<file path="src/hw/rtl/irb_pkg.sv">
// Shared types and constants for the in-order release buffer.
// Used by irb_ctrl, irb_dp and in_order_release_buffer; depends on nothing.
package irb_pkg;

	localparam int SEQ_W            = 16;
	localparam int HANDLE_W         = 32;
	localparam int WINDOW_SLOTS_DEF = 16;

	localparam int APB_ADDR_W = 3;
	localparam int APB_DATA_W = 32;

	// register index, taken from paddr[APB_ADDR_W-1:2]
	localparam logic [APB_ADDR_W-1:2] REG_TOTAL_ITEMS = '0;
	localparam logic [SEQ_W-1:0]      TOTAL_RESET     = 16'hFFFF;

	localparam logic STATUS_RELEASED = 1'b0;
	localparam logic STATUS_REJECTED = 1'b1;

	typedef enum logic [1:0] {
		S_IDLE,
		S_CHECK,
		S_LOOK,
		S_EMIT
	} irb_state_t;

	// controller to datapath
	typedef struct packed {
		logic capture;  // take the input beat
		logic reject;   // load a reject result
		logic store;    // write the held item into its slot
		logic read;     // read the slot handle for the next release
		logic release_; // load a release result and advance
	} irb_cmd_t;

	// datapath to controller
	typedef struct packed {
		logic reject;   // held item lies outside window or total
		logic out_free; // output register can take a result
		logic run_go;   // slot at next expected is full and below total
		logic run_more; // the slot after it would continue the run
	} irb_sts_t;

endpackage

</file>
<file path="src/hw/rtl/irb_ctrl.sv">
// Controller state machine for the in-order release buffer.
// Depends on irb_pkg; drives irb_dp through irb_cmd_t, watches irb_sts_t.
module irb_ctrl import irb_pkg::*; (
	input  logic     clk,
	input  logic     arst_n,
	input  logic     in_valid,
	output logic     in_ready,
	input  irb_sts_t sts,
	output irb_cmd_t cmd
);

	irb_state_t state_q, state_d;

	always_ff @(posedge clk or negedge arst_n) begin
		if (!arst_n) begin
			state_q <= S_IDLE;
		end else begin
			state_q <= state_d;
		end
	end

	always_comb begin
		state_d = state_q;
		case (state_q)
			S_IDLE: begin
				if (in_valid) state_d = S_CHECK;
			end
			S_CHECK: begin
				if (sts.reject) begin
					if (sts.out_free) state_d = S_IDLE;
				end else begin
					state_d = S_LOOK;
				end
			end
			S_LOOK: begin
				state_d = sts.run_go ? S_EMIT : S_IDLE;
			end
			S_EMIT: begin
				if (sts.out_free && !sts.run_more) state_d = S_IDLE;
			end
			default: state_d = S_IDLE;
		endcase
	end

	always_comb begin
		cmd      = '0;
		in_ready = 1'b0;
		case (state_q)
			S_IDLE: begin
				in_ready    = 1'b1;
				cmd.capture = in_valid;
			end
			S_CHECK: begin
				cmd.reject = sts.reject && sts.out_free;
				cmd.store  = !sts.reject;
			end
			S_LOOK: begin
				cmd.read = sts.run_go;
			end
			S_EMIT: begin
				cmd.release_ = sts.out_free;
				// fetch the following handle while this one goes out
				cmd.read     = sts.out_free && sts.run_more;
			end
			default: begin
				cmd = '0;
			end
		endcase
	end

endmodule

</file>
<file path="src/hw/rtl/irb_dp.sv">
// Datapath of the in-order release buffer: held input, slot store, full bits,
// next expected number and output register. Depends on irb_pkg.
module irb_dp import irb_pkg::*; #(
	parameter int WINDOW_SLOTS = WINDOW_SLOTS_DEF
) (
	input  logic                clk,
	input  logic                arst_n,
	input  logic [SEQ_W-1:0]    seq_number,
	input  logic [HANDLE_W-1:0] payload_handle,
	input  logic [SEQ_W-1:0]    total_items,
	input  irb_cmd_t            cmd,
	output irb_sts_t            sts,
	input  logic                out_ready,
	output logic                out_valid,
	output logic [SEQ_W-1:0]    out_seq_number,
	output logic [HANDLE_W-1:0] out_payload_handle,
	output logic                status,
	output logic                run_last,
	output logic                all_done
);

	localparam int IW = $clog2(WINDOW_SLOTS);
	localparam logic [IW-1:0]  LAST_SLOT = IW'(WINDOW_SLOTS - 1);
	localparam logic [IW:0]    SLOTS_X   = (IW+1)'(WINDOW_SLOTS);
	localparam logic [SEQ_W-1:0] SLOTS_S = SEQ_W'(WINDOW_SLOTS);

	logic [SEQ_W-1:0]    seq_q;
	logic [HANDLE_W-1:0] handle_q;
	logic [SEQ_W-1:0]    next_q;
	logic [IW-1:0]       head_q;
	logic [WINDOW_SLOTS-1:0] full_q;
	logic [HANDLE_W-1:0] slot_mem [WINDOW_SLOTS];
	logic [HANDLE_W-1:0] rd_data_q;

	logic                out_valid_q;
	logic [SEQ_W-1:0]    out_seq_q;
	logic [HANDLE_W-1:0] out_handle_q;
	logic                out_status_q;
	logic                out_last_q;
	logic                out_done_q;

	logic [SEQ_W-1:0] diff;
	logic             behind, beyond, over_total;
	logic [IW:0]      slot_sum;
	logic [IW-1:0]    slot_wr;
	logic [IW-1:0]    head_inc;
	logic [IW-1:0]    rd_addr;
	logic [SEQ_W:0]   next_inc;
	logic [SEQ_W:0]   total_x;

	assign diff       = seq_q - next_q;
	assign behind     = seq_q < next_q;
	assign beyond     = diff >= SLOTS_S;
	assign over_total = seq_q >= total_items;

	// slot = head + offset, folded once since offset stays below the window
	assign slot_sum = {1'b0, head_q} + {1'b0, diff[IW-1:0]};
	assign slot_wr  = (slot_sum >= SLOTS_X) ? IW'(slot_sum - SLOTS_X) : slot_sum[IW-1:0];

	assign head_inc = (head_q == LAST_SLOT) ? '0 : head_q + IW'(1);
	assign rd_addr  = cmd.release_ ? head_inc : head_q;
	assign next_inc = {1'b0, next_q} + (SEQ_W+1)'(1);
	assign total_x  = {1'b0, total_items};

	assign sts.reject   = behind || beyond || over_total;
	assign sts.out_free = !out_valid_q || out_ready;
	assign sts.run_go   = (next_q < total_items) && full_q[head_q];
	assign sts.run_more = (next_inc < total_x) && full_q[head_inc];

	always_ff @(posedge clk) begin
		if (cmd.capture) begin
			seq_q    <= seq_number;
			handle_q <= payload_handle;
		end
		if (cmd.store) slot_mem[slot_wr] <= handle_q;
		if (cmd.read)  rd_data_q <= slot_mem[rd_addr];
	end

	always_ff @(posedge clk or negedge arst_n) begin
		if (!arst_n) begin
			next_q <= '0;
			head_q <= '0;
			full_q <= '0;
		end else begin
			if (cmd.store) full_q[slot_wr] <= 1'b1;
			if (cmd.release_) begin
				full_q[head_q] <= 1'b0;
				next_q         <= next_inc[SEQ_W-1:0];
				head_q         <= head_inc;
			end
		end
	end

	always_ff @(posedge clk or negedge arst_n) begin
		if (!arst_n) begin
			out_valid_q <= 1'b0;
		end else if (cmd.reject || cmd.release_) begin
			out_valid_q <= 1'b1;
		end else if (out_ready) begin
			out_valid_q <= 1'b0;
		end
	end

	always_ff @(posedge clk) begin
		if (cmd.reject) begin
			out_seq_q    <= seq_q;
			out_handle_q <= handle_q;
			out_status_q <= STATUS_REJECTED;
			out_last_q   <= 1'b1;
			out_done_q   <= next_q >= total_items;
		end else if (cmd.release_) begin
			out_seq_q    <= next_q;
			out_handle_q <= rd_data_q;
			out_status_q <= STATUS_RELEASED;
			out_last_q   <= !sts.run_more;
			out_done_q   <= next_inc >= total_x;
		end
	end

	assign out_valid          = out_valid_q;
	assign out_seq_number     = out_seq_q;
	assign out_payload_handle = out_handle_q;
	assign status             = out_status_q;
	assign run_last           = out_last_q;
	assign all_done           = out_done_q;

	a_store_release_apart: assert property (@(posedge clk) disable iff (!arst_n)
		!(cmd.store && cmd.release_))
		else $error("slot write and release in the same cycle");

	a_release_full: assert property (@(posedge clk) disable iff (!arst_n)
		cmd.release_ |-> full_q[head_q])
		else $error("release from an empty slot");

	a_release_advance: assert property (@(posedge clk) disable iff (!arst_n)
		cmd.release_ |=> next_q == $past(next_q) + SEQ_W'(1))
		else $error("next expected did not advance by one");

	a_head_range: assert property (@(posedge clk) disable iff (!arst_n)
		head_q <= LAST_SLOT)
		else $error("head index outside the window");

	a_no_overwrite: assert property (@(posedge clk) disable iff (!arst_n)
		(out_valid_q && !out_ready) |-> !(cmd.reject || cmd.release_))
		else $error("result loaded over one not yet taken");

endmodule

</file>
<file path="src/hw/rtl/in_order_release_buffer.sv">
// In-order release buffer: a sequence number tagged item arrives on a slave stream at any
// rate, taken only when idle. Each beat is held, checked and, if in range, stored; then
// the next expected slot is looked up. When the next expected number is stored, the buffer
// releases it and every consecutive follower at one beat per cycle while the master stream
// does not stall, each handle registered before its release. An item behind the expected
// number, beyond the window or at or above total_items gives a single reject beat (tuser
// status bit set). tlast marks the final beat caused by one input and all_done rises once
// the expected number reaches total_items. The user writes total_items over the APB port
// only while the buffer is idle; the block does not enforce it. Slot full bits clear at
// reset; slot handles need no clearing. Top level; depends on irb_pkg, irb_ctrl and irb_dp.
module in_order_release_buffer import irb_pkg::*; #(
	parameter int WINDOW_SLOTS = WINDOW_SLOTS_DEF
) (
	input  logic                  clk,
	input  logic                  arst_n,
	// APB configuration
	input  logic                  psel,
	input  logic                  penable,
	input  logic                  pwrite,
	input  logic [APB_ADDR_W-1:0] paddr,
	input  logic [APB_DATA_W-1:0] pwdata,
	output logic [APB_DATA_W-1:0] prdata,
	output logic                  pready,
	// slave stream
	input  logic                  s_tvalid,
	output logic                  s_tready,
	input  logic [47:0]           s_tdata,  // [15:0] seq_number, [47:16] payload_handle
	// master stream
	output logic                  m_tvalid,
	input  logic                  m_tready,
	output logic [47:0]           m_tdata,  // [15:0] out_seq_number, [47:16] out_payload_handle
	output logic                  m_tlast,  // run_last
	output logic [1:0]            m_tuser   // [0] status, [1] all_done
);

	logic [SEQ_W-1:0] total_q;
	logic             cfg_wr;
	irb_cmd_t         cmd;
	irb_sts_t         sts;
	logic [SEQ_W-1:0]    out_seq;
	logic [HANDLE_W-1:0] out_handle;
	logic                out_status;
	logic                out_done;

	assign pready = 1'b1;
	assign cfg_wr = psel && penable && pwrite && pready
		&& (paddr[APB_ADDR_W-1:2] == REG_TOTAL_ITEMS);

	always_ff @(posedge clk or negedge arst_n) begin
		if (!arst_n) begin
			total_q <= TOTAL_RESET;
		end else if (cfg_wr) begin
			total_q <= pwdata[SEQ_W-1:0];
		end
	end

	assign prdata = (paddr[APB_ADDR_W-1:2] == REG_TOTAL_ITEMS)
		? {{(APB_DATA_W-SEQ_W){1'b0}}, total_q} : '0;

	irb_ctrl u_ctrl (
		.clk      (clk),
		.arst_n   (arst_n),
		.in_valid (s_tvalid),
		.in_ready (s_tready),
		.sts      (sts),
		.cmd      (cmd)
	);

	irb_dp #(
		.WINDOW_SLOTS (WINDOW_SLOTS)
	) u_dp (
		.clk                (clk),
		.arst_n             (arst_n),
		.seq_number         (s_tdata[15:0]),
		.payload_handle     (s_tdata[47:16]),
		.total_items        (total_q),
		.cmd                (cmd),
		.sts                (sts),
		.out_ready          (m_tready),
		.out_valid          (m_tvalid),
		.out_seq_number     (out_seq),
		.out_payload_handle (out_handle),
		.status             (out_status),
		.run_last           (m_tlast),
		.all_done           (out_done)
	);

	assign m_tdata = {out_handle, out_seq};
	assign m_tuser = {out_done, out_status};

endmodule

</file>
<file path="config.mk">
export PLATFORM = sky130hd
export DESIGN_NAME = in_order_release_buffer
export DESIGN_NICKNAME = d
export VERILOG_FILES = /design/src/hw/rtl/irb_pkg.sv /design/src/hw/rtl/irb_ctrl.sv /design/src/hw/rtl/irb_dp.sv /design/src/hw/rtl/in_order_release_buffer.sv
export SDC_FILE = /design/constraint.sdc
export NUM_CORES = 1
export LEC_CHECK = 0
export BUFFER_PORTS_ARGS = -buffer_cell sky130_fd_sc_hd__buf_2
export CAP_MARGIN = 20
export CORE_AREA = 4 4 267 335
export DETAILED_ROUTE_END_ITERATION = 8
export DIE_AREA = 0 0 271 339
export PLACE_DENSITY = 0.58
export SLEW_MARGIN = 20
export SYNTH_ARGS = -nofsm -noshare
export SYNTH_HDL_FRONTEND = slang
export SYNTH_SLANG_ARGS = --single-unit
</file>
<file path="constraint.sdc">
create_clock -name clk -period 5.93 [get_ports clk]
set_input_delay 1.186 -clock clk [delete_from_list [all_inputs] [get_ports clk]]
set_output_delay 1.186 -clock clk [all_outputs]
set_load 0.02 [all_outputs]
</file>
==> results.toml, run 1 <==
[clock_network]
cts.sinks = 698
ctsHoldBuffers = 0
insertion_delay_ps = 610
cts_made_buffers = 72
cts_tree = "yes"
path_clk_slew_ps = 60
htree_levels = 3
cts_setup_buffers = 0
cts-root-buf = "clkbuf_16"
clockBufferDepth = 3
ctsResizeCount = 0

[logic_synthesis]
synthesis.area_um2 = 30030
yosysSeqAreaShare_pct = 68.89
avgSynthCellArea_um2 = 13.00
async_reset_ff_share_pct = 7.880
synth_ff_type = "edfxtp_1"
synth_cell_types = 67
ys_ff_latch = 698
netlist_instances = 2309
yosysWarnings = 0
synth_edf_count = 641

[sta]
finalSetupViolCount = 0
slew_headroom_pct = 25.27
finalCriticalPeriod_ps = 5160
report.final.hold_viol_count = 0
tightest_slew_ps = 1119
setup_slack_ps = 769.9
maxSlewViolCount = 0
tns_ps = 0
rsz0062_at_grt = "no"
max_freq_ghz = 0.1938
finClkSkew_ps = 25.45
timing.hold.ws_ps = 471.0
finalCritPeriodShare_pct = 87.02

[placement]
gp_congestion = 0.9037
port-buffer-count = 140
dp_hpwl_um = 42930
place_ws_ps = 845.2

[worst_setup_path]
start_kind = "flop"
critical_path_class = "flop to flop"
cp.arrival_ps = 5430
cp_max_fo = 17
endpoint_kind = "flop"
required_ps = 6200

[layout]
layout.nets = 2599
diodes = 0
syn_to_final_growth_pct = 14.83
register_area_um2 = 20680
fillers = 7920
final_common_cell = "edfxtp_1"
multi_input_area_um2 = 8633
layout-drive-gt1-share_pct = 16.51
final_cell_mix = "641 x edfxtp_1, 557 x nand2_1, 155 x nand3_1, 140 x buf_2, 98 x a311oi_1"

[drt]
wl_per_cell_um = 20.90
drc = 0
firstDrtPassIters = 7
vias_per_cell = 5.228
drtAntennaViolNets = 0
drt-total-wl_um = 76440
drtIter0Drc = 1598
dr_total_vias = 19120

[grt]
antenna_found_initial = 1
grt_max_degree = 149
grt_pass1_vias = 18810
grt.overflow.total = 0
grt_pass1_wl_um = 114000
grt_usage_pct = 16.01

[status]
status = "finished clean"

[pwr]
ir_drop_mv = 0.1584
p_per_area_nw_per_um2 = 316.1
p_leak_uw = 0.01219

[floorplan]
die_height_um = 339
initial_core_util_pct = 34.73
io_pins = 176
die_x_um = 271
die_area_um2 = 91870
core_um2 = 86450
rows = 121

[flow_run]
drv_cap = 0

[min_path]
hold_class = "flop to flop"
## flip-flops by register name, indices dropped and copies added, names as in the netlist
register,count
total_q,16
u_ctrl.state_q,2
u_dp.all_done,1
u_dp.full_q,16
u_dp.handle_q,32
u_dp.head_q,4
u_dp.next_q,16
u_dp.out_payload_handle,32
u_dp.out_seq_number,16
u_dp.out_valid,1
u_dp.rd_data_q,32
u_dp.run_last,1
u_dp.seq_q,16
u_dp.slot_mem,512
u_dp.status,1
## cells in the mapped netlist, types with 8 or more instances
library cell    n  share of area [%]
edfxtp_1      641                 64
nand2_1       557                7.0
nand3_1       155                2.6
clkbuf_1      106                1.3
a311oi_1       98                2.9
and3_1         84                1.8
ha_1           72                3.0
a21oi_1        62                1.0
mux2_2         55                2.1
inv_1          52               0.65
nor2_1         52               0.65
o21ai_0        45               0.75
dfrtp_1        39                3.3
xnor2_1        37                1.1
a31oi_1        34               0.71
buf_4          19               0.48
dfstp_2        16                1.4
buf_1          13               0.16
nand4_1        13               0.27
o211ai_1       13               0.33
mux4_2         10               0.75
nand2b_1        9               0.19
nor4_1          8               0.17
## through the flow
step	utilization, %	cell area, um2	power, uW	std cells
floorplan	-	30080	6182	2324
global placement	37.16	32120	6447	3529
detailed placement	37.16	32120	6463	3529
CTS	39.88	34480	11030	3657
global route	39.88	34480	11300	3657
finish	39.88	34480	10900	3657
## metal layers
metal | track usage (%) | vias up | wire [um]
met5 | 0 | - | 0
met4 | 5.033 | 0 | 2086
met3 | 2.697 | 130 | 4610
met2 | 28.67 | 668 | 38920
met1 | 19.74 | 9546 | 30820
li1 | - | 8776 | -
## critical path, stage by stage (launching register included)
cell and delay (ps):
dfrtp_1 480, inv_1 130, ha_1 460, a21oi_1 310, o22ai_1 160, or4_1 540
or4_1 490, or4_1 460, or4b_4 560, nor3_1 160, buf_4 220, and3_2 460
buf_4 370
## cell families after synthesis
group	after synthesis	synth area share (%)
adders and majority gates	74	3.134
muxes	79	3.396
buffers and inverters	200	2.859
DFF	698	68.89
and+or+nand+nor	918	13.53
AOI/OAI and AO/OA	294	6.884
xor gates and xnor gates	44	1.283
other	2	0.02501
## worst paths after layout
check | slack (ps) | to | cells after the start | startpoint
hold / removal | 470 | u_dp.status | 1 | u_dp.status
setup / recovery | 770 | u_dp.slot_mem[9][25] | 12 | u_dp.next_q[10]
min in group asynchronous | 740 | u_dp.next_q[2] | 2 | arst_n
setup reg to reg | 770 | u_dp.slot_mem[9][25] | 12 | u_dp.next_q[10]
hold reg to reg | 470 | u_dp.status | 1 | u_dp.status
max in group asynchronous | 4680 | u_dp.head_q[1] | 2 | arst_n
## area by class of cell
type | instances | share of cell area [%]
inverters | 53 | 0.6133
well taps | 1168 | 4.239
flip-flops and latches | 698 | 59.99
multi-input cells | 1426 | 25.04
clock buffers | 85 | 5.429
repair buffers | 184 | 3.281
clock inverters | 43 | 1.404
## power breakdown
part / total [uW] / leakage, uW / switching (uW) / internal (uW)
sequential: 5640 / 0.00648 / 110 / 5530
combinational: 705 / 0.00457 / 447 / 257
clock: 4550 / 0.00114 / 1850 / 2700
(Power assumes the default switching activity.)
==> run 2: changes to the inputs <==
Settings changed: GPL_TIMING_DRIVEN set to 0.
==> run 2 against run 1 <==
Clock power is 7.5% higher. Register-to-register slack worse by 470 ps. Cell area is 2.6% higher. Combinational power is 7.7% higher. Sequential share of layout area is 1.5 points lower. Cell count is 3.6% higher. Wire length is 13% higher. Die area stayed put. Fmax is 8.3% lower. Non-clock buffer count is 124 higher. Critical path type unchanged. Critical endpoint is now u_dp.slot_mem[11][3].
==> results.toml, run 2 (same netlist as run 1, synthesis figures left out) <==
[status]
status = "finished clean"

[clock_network]
insertion_delay_ps = 620
cts.sinks = 698
cts_setup_buffers = 0
cts-root-buf = "clkbuf_16"
ctsHoldBuffers = 0
cts_tree = "yes"
clockBufferDepth = 3
path_clk_slew_ps = 60
cts_made_buffers = 75
htree_levels = 3

[layout]
layout.nets = 2726
final_common_cell = "edfxtp_1"
final_cell_mix = "641 x edfxtp_1, 557 x nand2_1, 155 x nand3_1, 143 x buf_2, 113 x clkbuf_1"
syn_to_final_growth_pct = 17.76
layout-drive-gt1-share_pct = 16.30
regMostFlops = "u_dp.slot_mem"
instances_no_fill = 3788
largest_reg_flops = 512
diodes = 0
post-route-util_pct = 40.90

[min_path]
worstHoldStart = "u_dp.status"
holdPathStages = 1
hold_class = "flop to flop"

[grt]
antenna_found_initial = 1
grt_pass1_wl_um = 127400
grt.overflow.total = 0
grt_usage_pct = 18.25
grt_max_degree = 56
grt_pass1_vias = 20420

[sta]
setup_slack_ps = 304.3
finClkSkew_ps = 19.38
finalCritPeriodShare_pct = 94.87
tightest_slew_ps = 897.8
report.final.hold_viol_count = 0
finalSetupViolCount = 0
maxSlewViolCount = 0
timing.hold.ws_ps = 487.2
rsz0062_at_grt = "no"
slew_headroom_pct = 40.15
finalCriticalPeriod_ps = 5626
max_freq_ghz = 0.1778
tns_ps = 0

[placement]
gp_congestion = 0.8469
place_inst = 3653
dp_hpwl_um = 59080
port-buffer-count = 139
place_ws_ps = 51.23

[floorplan]
core_um2 = 86450
initial_core_util_pct = 34.73
die_x_um = 271
die_area_um2 = 91870
io_pins = 176
die_height_um = 339
rows = 121

[pwr]
p_switching_uw = 2573
p_int_uw = 8721
pwr-share-comb_pct = 6.7
ir_drop_mv = 0.1933
p_per_area_nw_per_um2 = 319.4
sequentialPowerShare_pct = 50.0
clkPwrFrac_pct = 43.3
p_leak_uw = 0.01252
switching_share_pct = 22.78

[drt]
dr_total_vias = 19930
wl_per_cell_um = 22.84
top_layer = "met4"
wl_met1_um = 33480
firstDrtPassIters = 5
drtAntennaViolNets = 0
vias_per_cell = 5.262
drt-total-wl_um = 86500
drc = 0
drtIter0Drc = 1771
wl_met2_um = 44170
route.met3.wl_um = 5324

[worst_setup_path]
r2r_cells = 14
critical_path_class = "flop to flop"
endpoint_kind = "flop"
required_ps = 6240
timing.rr.start = "u_dp.next_q[12]"
start_kind = "flop"
cp.arrival_ps = 5940
crit_path_start = "u_dp.next_q[12]"
cp_max_fo = 18

[flow_run]
drv_cap = 0
-- run 2: changes by cell type in the layout (fill, tap and decap cells not counted), sizes merged --
cell / before / now
buf: 184 / 202
clkbuf: 85 / 189
inv: 55 / 59
clkinvlp: 3 / 5
bufinv: 10 / 12
clkinv: 28 / 29
-- run 2: path summary, 6_finish.rpt --
check	endpoint	slack [ps]
worst min register to register	u_dp.status	490
worst min-delay path	u_dp.status	490
max in group asynchronous	u_dp.next_q[10]	4760
worst max register to register	u_dp.slot_mem[11][3]	300
worst max-delay path	u_dp.slot_mem[11][3]	300
min in group asynchronous	u_dp.next_q[2]	650
-- run 2: area by class of cell --
type	count	area [um2]
fillers	8040	51090
repair buffers	161	1209
well taps	1168	1461
inverters	53	198.9
multi-input cells	1426	8592
clock inverters	52	624.3
clock buffers	83	1928
flip-flops and latches	698	20680
plain buffers	147	659.4
-- run 2: per-layer routing --
metal,track usage (%),vias to the layer above
li1,-,9054
met1,21.57,9893
met2,32.84,777
met3,3.058,208
met4,7.572,0
met5,0,-
-- run 2: timing repair --
item / in CTS / in global routing
endpoints found under the hold margin: 0 / 0
gates resized for setup: 0 / 2
setup endpoints to repair: 0 / 315
-- run 2: through the flow --
stage                     area (um2)  total power, uW
after detailed placement       32790             6519
after floorplan                30080             6182
after global routing           35360            11690
after global placement         32240             6483
after CTS                      35350            11410
final                          35360            11290
-- run 2: critical path, stage by stage, from the launching register on --
cell and delay (ps):
dfrtp_1 380, clkbuf_1 300, inv_1 80, ha_1 420
nand2_1 150, or2_2 140, o22ai_1 120, or4_1 530
or4_1 490, or4_1 440, or4b_4 560, nor3_2 440
clkbuf_1 320, and3_2 650, buf_12 270
-- run 2: power by group through the flow --
stage / registers, uW / logic, uW / clock network (uW)
after global placement: 5760 / 724 / 0
after floorplan: 5760 / 425 / 0
after CTS: 5650 / 772 / 4980
after global routing: 5660 / 832 / 5190
after detailed placement: 5750 / 767 / 0
final: 5650 / 759 / 4890
==> run 3: changes to the inputs <==
Settings changed: ABC_AREA set to 1.
==> run 3 against run 2 <==
Critical path depth rose by 4. Setup slack improved by 1100 ps. Synthesized cell count rose by 10%. Sequential share of layout area fell by 0.16 points. Fmax rose by 23%.
==> results.toml, run 3 <==
[logic_synthesis]
synth_cell_types = 40
yosysWarnings = 0
netlist_instances = 2543
synthTopCellsByArea = "edfxtp_1 64%, o21ai_0 5.0%, nor2_1 4.7%, nand2_1 4.0%, dfrtp_1 3.3%"
synth_commonest_cells = "641 x edfxtp_1, 372 x nor2_1, 317 x nand2_1"
synth.most_common_cell = "edfxtp_1"
yosysSeqAreaShare_pct = 68.96
synthesis.area_um2 = 30000
async_reset_ff_share_pct = 7.880
synth_edf_count = 641
ys_ff_latch = 698
synth_ff_type = "edfxtp_1"
avgSynthCellArea_um2 = 11.80
synth.largest_area_cell = "edfxtp_1"
yosysTopAreaCellShare_pct = 64.17

[worst_setup_path]
required_ps = 6180
crit_top_cell = "nor2_1"
endpoint_kind = "flop"
cp_max_fo = 32
timing.rr.start = "u_dp.next_q[0]"
cp_slowest_cell = "nand2_4"
start_kind = "flop"
slowest_delay_ps = 610
reg2reg_setup_slack_ps = 1370
r2r_cells = 18
critical_path_class = "flop to flop"
cp.arrival_ps = 4810
path_cells = "inv_1, nor3_1, nand4_1, nor2_1, nand3_1, nor2_1, nand2_1, nor2_1, xor2_1, ha_1, nand2_1, nand3b_1, inv_1, a21oi_1, nand2_1, nor2_1, nand3_1, nand2_4"
timing.rr.end = "u_dp.rd_data_q[22]"

[layout]
regMostFlops = "u_dp.slot_mem"
syn_to_final_growth_pct = 18.20
layout-drive-gt1-share_pct = 14.48
final_cell_mix = "641 x edfxtp_1, 371 x nor2_1, 315 x nand2_1, 301 x o21ai_0, 162 x inv_1"
layout.nets = 3020
final_common_cell = "edfxtp_1"
post-route-util_pct = 41.01
largest_reg_flops = 512

[sta]
finClkSkew_ps = 28.27
rsz0062_at_grt = "no"
slew_headroom_pct = 18.17
maxSlewViolCount = 0
finalCritPeriodShare_pct = 76.89
tightest_slew_ps = 1227
finalSetupViolCount = 0
max_freq_ghz = 0.2193
finalCriticalPeriod_ps = 4560
report.final.hold_viol_count = 0

[drt]
drc = 0
dr_total_vias = 21540
drtIter0Drc = 2282
wl_per_cell_um = 23.91
drtAntennaViolNets = 0
firstDrtPassIters = 6
vias_per_cell = 5.276
drt-total-wl_um = 97640

[clock_network]
clockBufferDepth = 3
htree_levels = 3
path_clk_slew_ps = 60
cts_made_buffers = 74
cts-root-buf = "clkbuf_16"
insertion_delay_ps = 630
ctsHoldBuffers = 0
ctsResizeCount = 0
cts.sinks = 698
cts_tree = "yes"
cts_setup_buffers = 0

[grt]
grt_pass1_vias = 21110
antenna_found_initial = 0
grt_max_degree = 56
grt.overflow.total = 0
grt_usage_pct = 20.73
grt_pass1_wl_um = 141200

[pwr]
finalPower_uw = 18250
p_switching_uw = 7710
p_int_uw = 10540
switching_share_pct = 42.24
sequentialPowerShare_pct = 35.5
p_leak_uw = 0.01309
pwr-share-comb_pct = 39.6
clkPwrFrac_pct = 25.0
ir_drop_mv = 0.2774
p_per_area_nw_per_um2 = 514.9

[floorplan]
core_um2 = 86450
io_pins = 176
die_height_um = 339
initial_core_util_pct = 34.70
die_area_um2 = 91870
rows = 121
die_x_um = 271

[min_path]
min_to = "u_dp.status"
hold_class = "flop to flop"
worstHoldStart = "u_dp.status"
holdPathStages = 2

[placement]
dp_hpwl_um = 68250
gp_congestion = 0.8946
port-buffer-count = 139

[flow_run]
drv_cap = 0

[status]
status = "finished clean"
## run 3: changes by cell type after synthesis, sizes merged, moves of 34 or more
cell and change:
o211ai +37, nor2 +320, mux2 -62, o22ai +42, and3 -85, o21ai +265
a311oi -98, a31oi -34, o221ai +82, xnor2 -35, nand2 -238, inv +114
nand3 -53
## run 3: per-layer routing
metal | vias up | wire [um] | track usage [%]
li1 | 9784 | - | -
met1 | 10520 | 38630 | 26.18
met2 | 1022 | 46950 | 34.97
met3 | 218 | 7089 | 3.271
met4 | 0 | 4974 | 9.783
met5 | - | 0 | 0
## run 3: through the flow
stage	hold slack [ps]	std cells	worst slack [ps]	cell area [um2]	setup TNS (ps)
after detailed placement	451.7	3948	1186	33080	0
after global routing	494.7	4082	1010	35450	0
after CTS	465.7	4082	1355	35450	0
after global placement	450.5	3865	-2827	32210	-1166280
after floorplan	427.2	2558	963.3	30050	0
final	470.1	4083	1370	35450	0
## run 3: worst max-delay path by stage
stage	startpoint	end	slack, ps	cells past startpoint
6_report	u_dp.next_q[0]	u_dp.rd_data_q[22]	1370	18
5_1_grt	u_dp.next_q[0]	u_dp.rd_data_q[22]	1010	18
4_1_cts	u_dp.next_q[0]	u_dp.rd_data_q[22]	1360	18
3_5_place_dp	m_tready	u_dp.rd_data_q[6]	1190	10
3_3_place_gp	u_dp.next_q[0]	u_dp.slot_mem[15][11]	-2830	12
2_1_floorplan	u_dp.next_q[0]	u_dp.slot_mem[10][0]	960	12
## run 3: layout make-up
type | instances | area (um2)
well taps | 1168 | 1461
flip-flops and latches | 698 | 20680
inverters | 169 | 634.4
multi-input cells | 1535 | 8115
clock buffers | 93 | 1974
repair buffers | 222 | 1465
fillers | 8183 | 50990
diodes | 1 | 2.502
clock inverters | 41 | 395.4
plain buffers | 156 | 720.7
## run 3: kinds of logic (layout without fill, tap and decap cells)
group                    Yosys count  in the layout  share of synthesized area [%]
AO/OA/AOI/OAI                    573            573                          11.27
AND/OR/NAND/NOR                  855            855                          11.63
flip-flops                       698            698                          68.96
adder cells (fa/ha/maj)           74             74                          3.137
other                              2             18                        0.02504
XOR/XNOR                          16             16                         0.4672
buffers and inverters            325            681                          4.513
## run 3: power groups by stage
stage / Sequential (uW) / Clock [uW] / Combinational (uW)
floorplan: 6620 / 0 / 4070
global placement: 6600 / 0 / 6940
detailed placement: 6570 / 0 / 7120
CTS: 6470 / 4630 / 7150
global route: 6530 / 4830 / 7860
finish: 6480 / 4560 / 7220
## run 3: critical path: cells and delay by family, from the launching register on
kind / cells / cell delay, ps
AOI/OAI and AO/OA: 1 / 190
xor gates and xnor gates: 1 / 210
adders and majority gates: 1 / 260
buffers and inverters: 2 / 140
DFF: 1 / 480
and+or+nand+nor: 13 / 2860
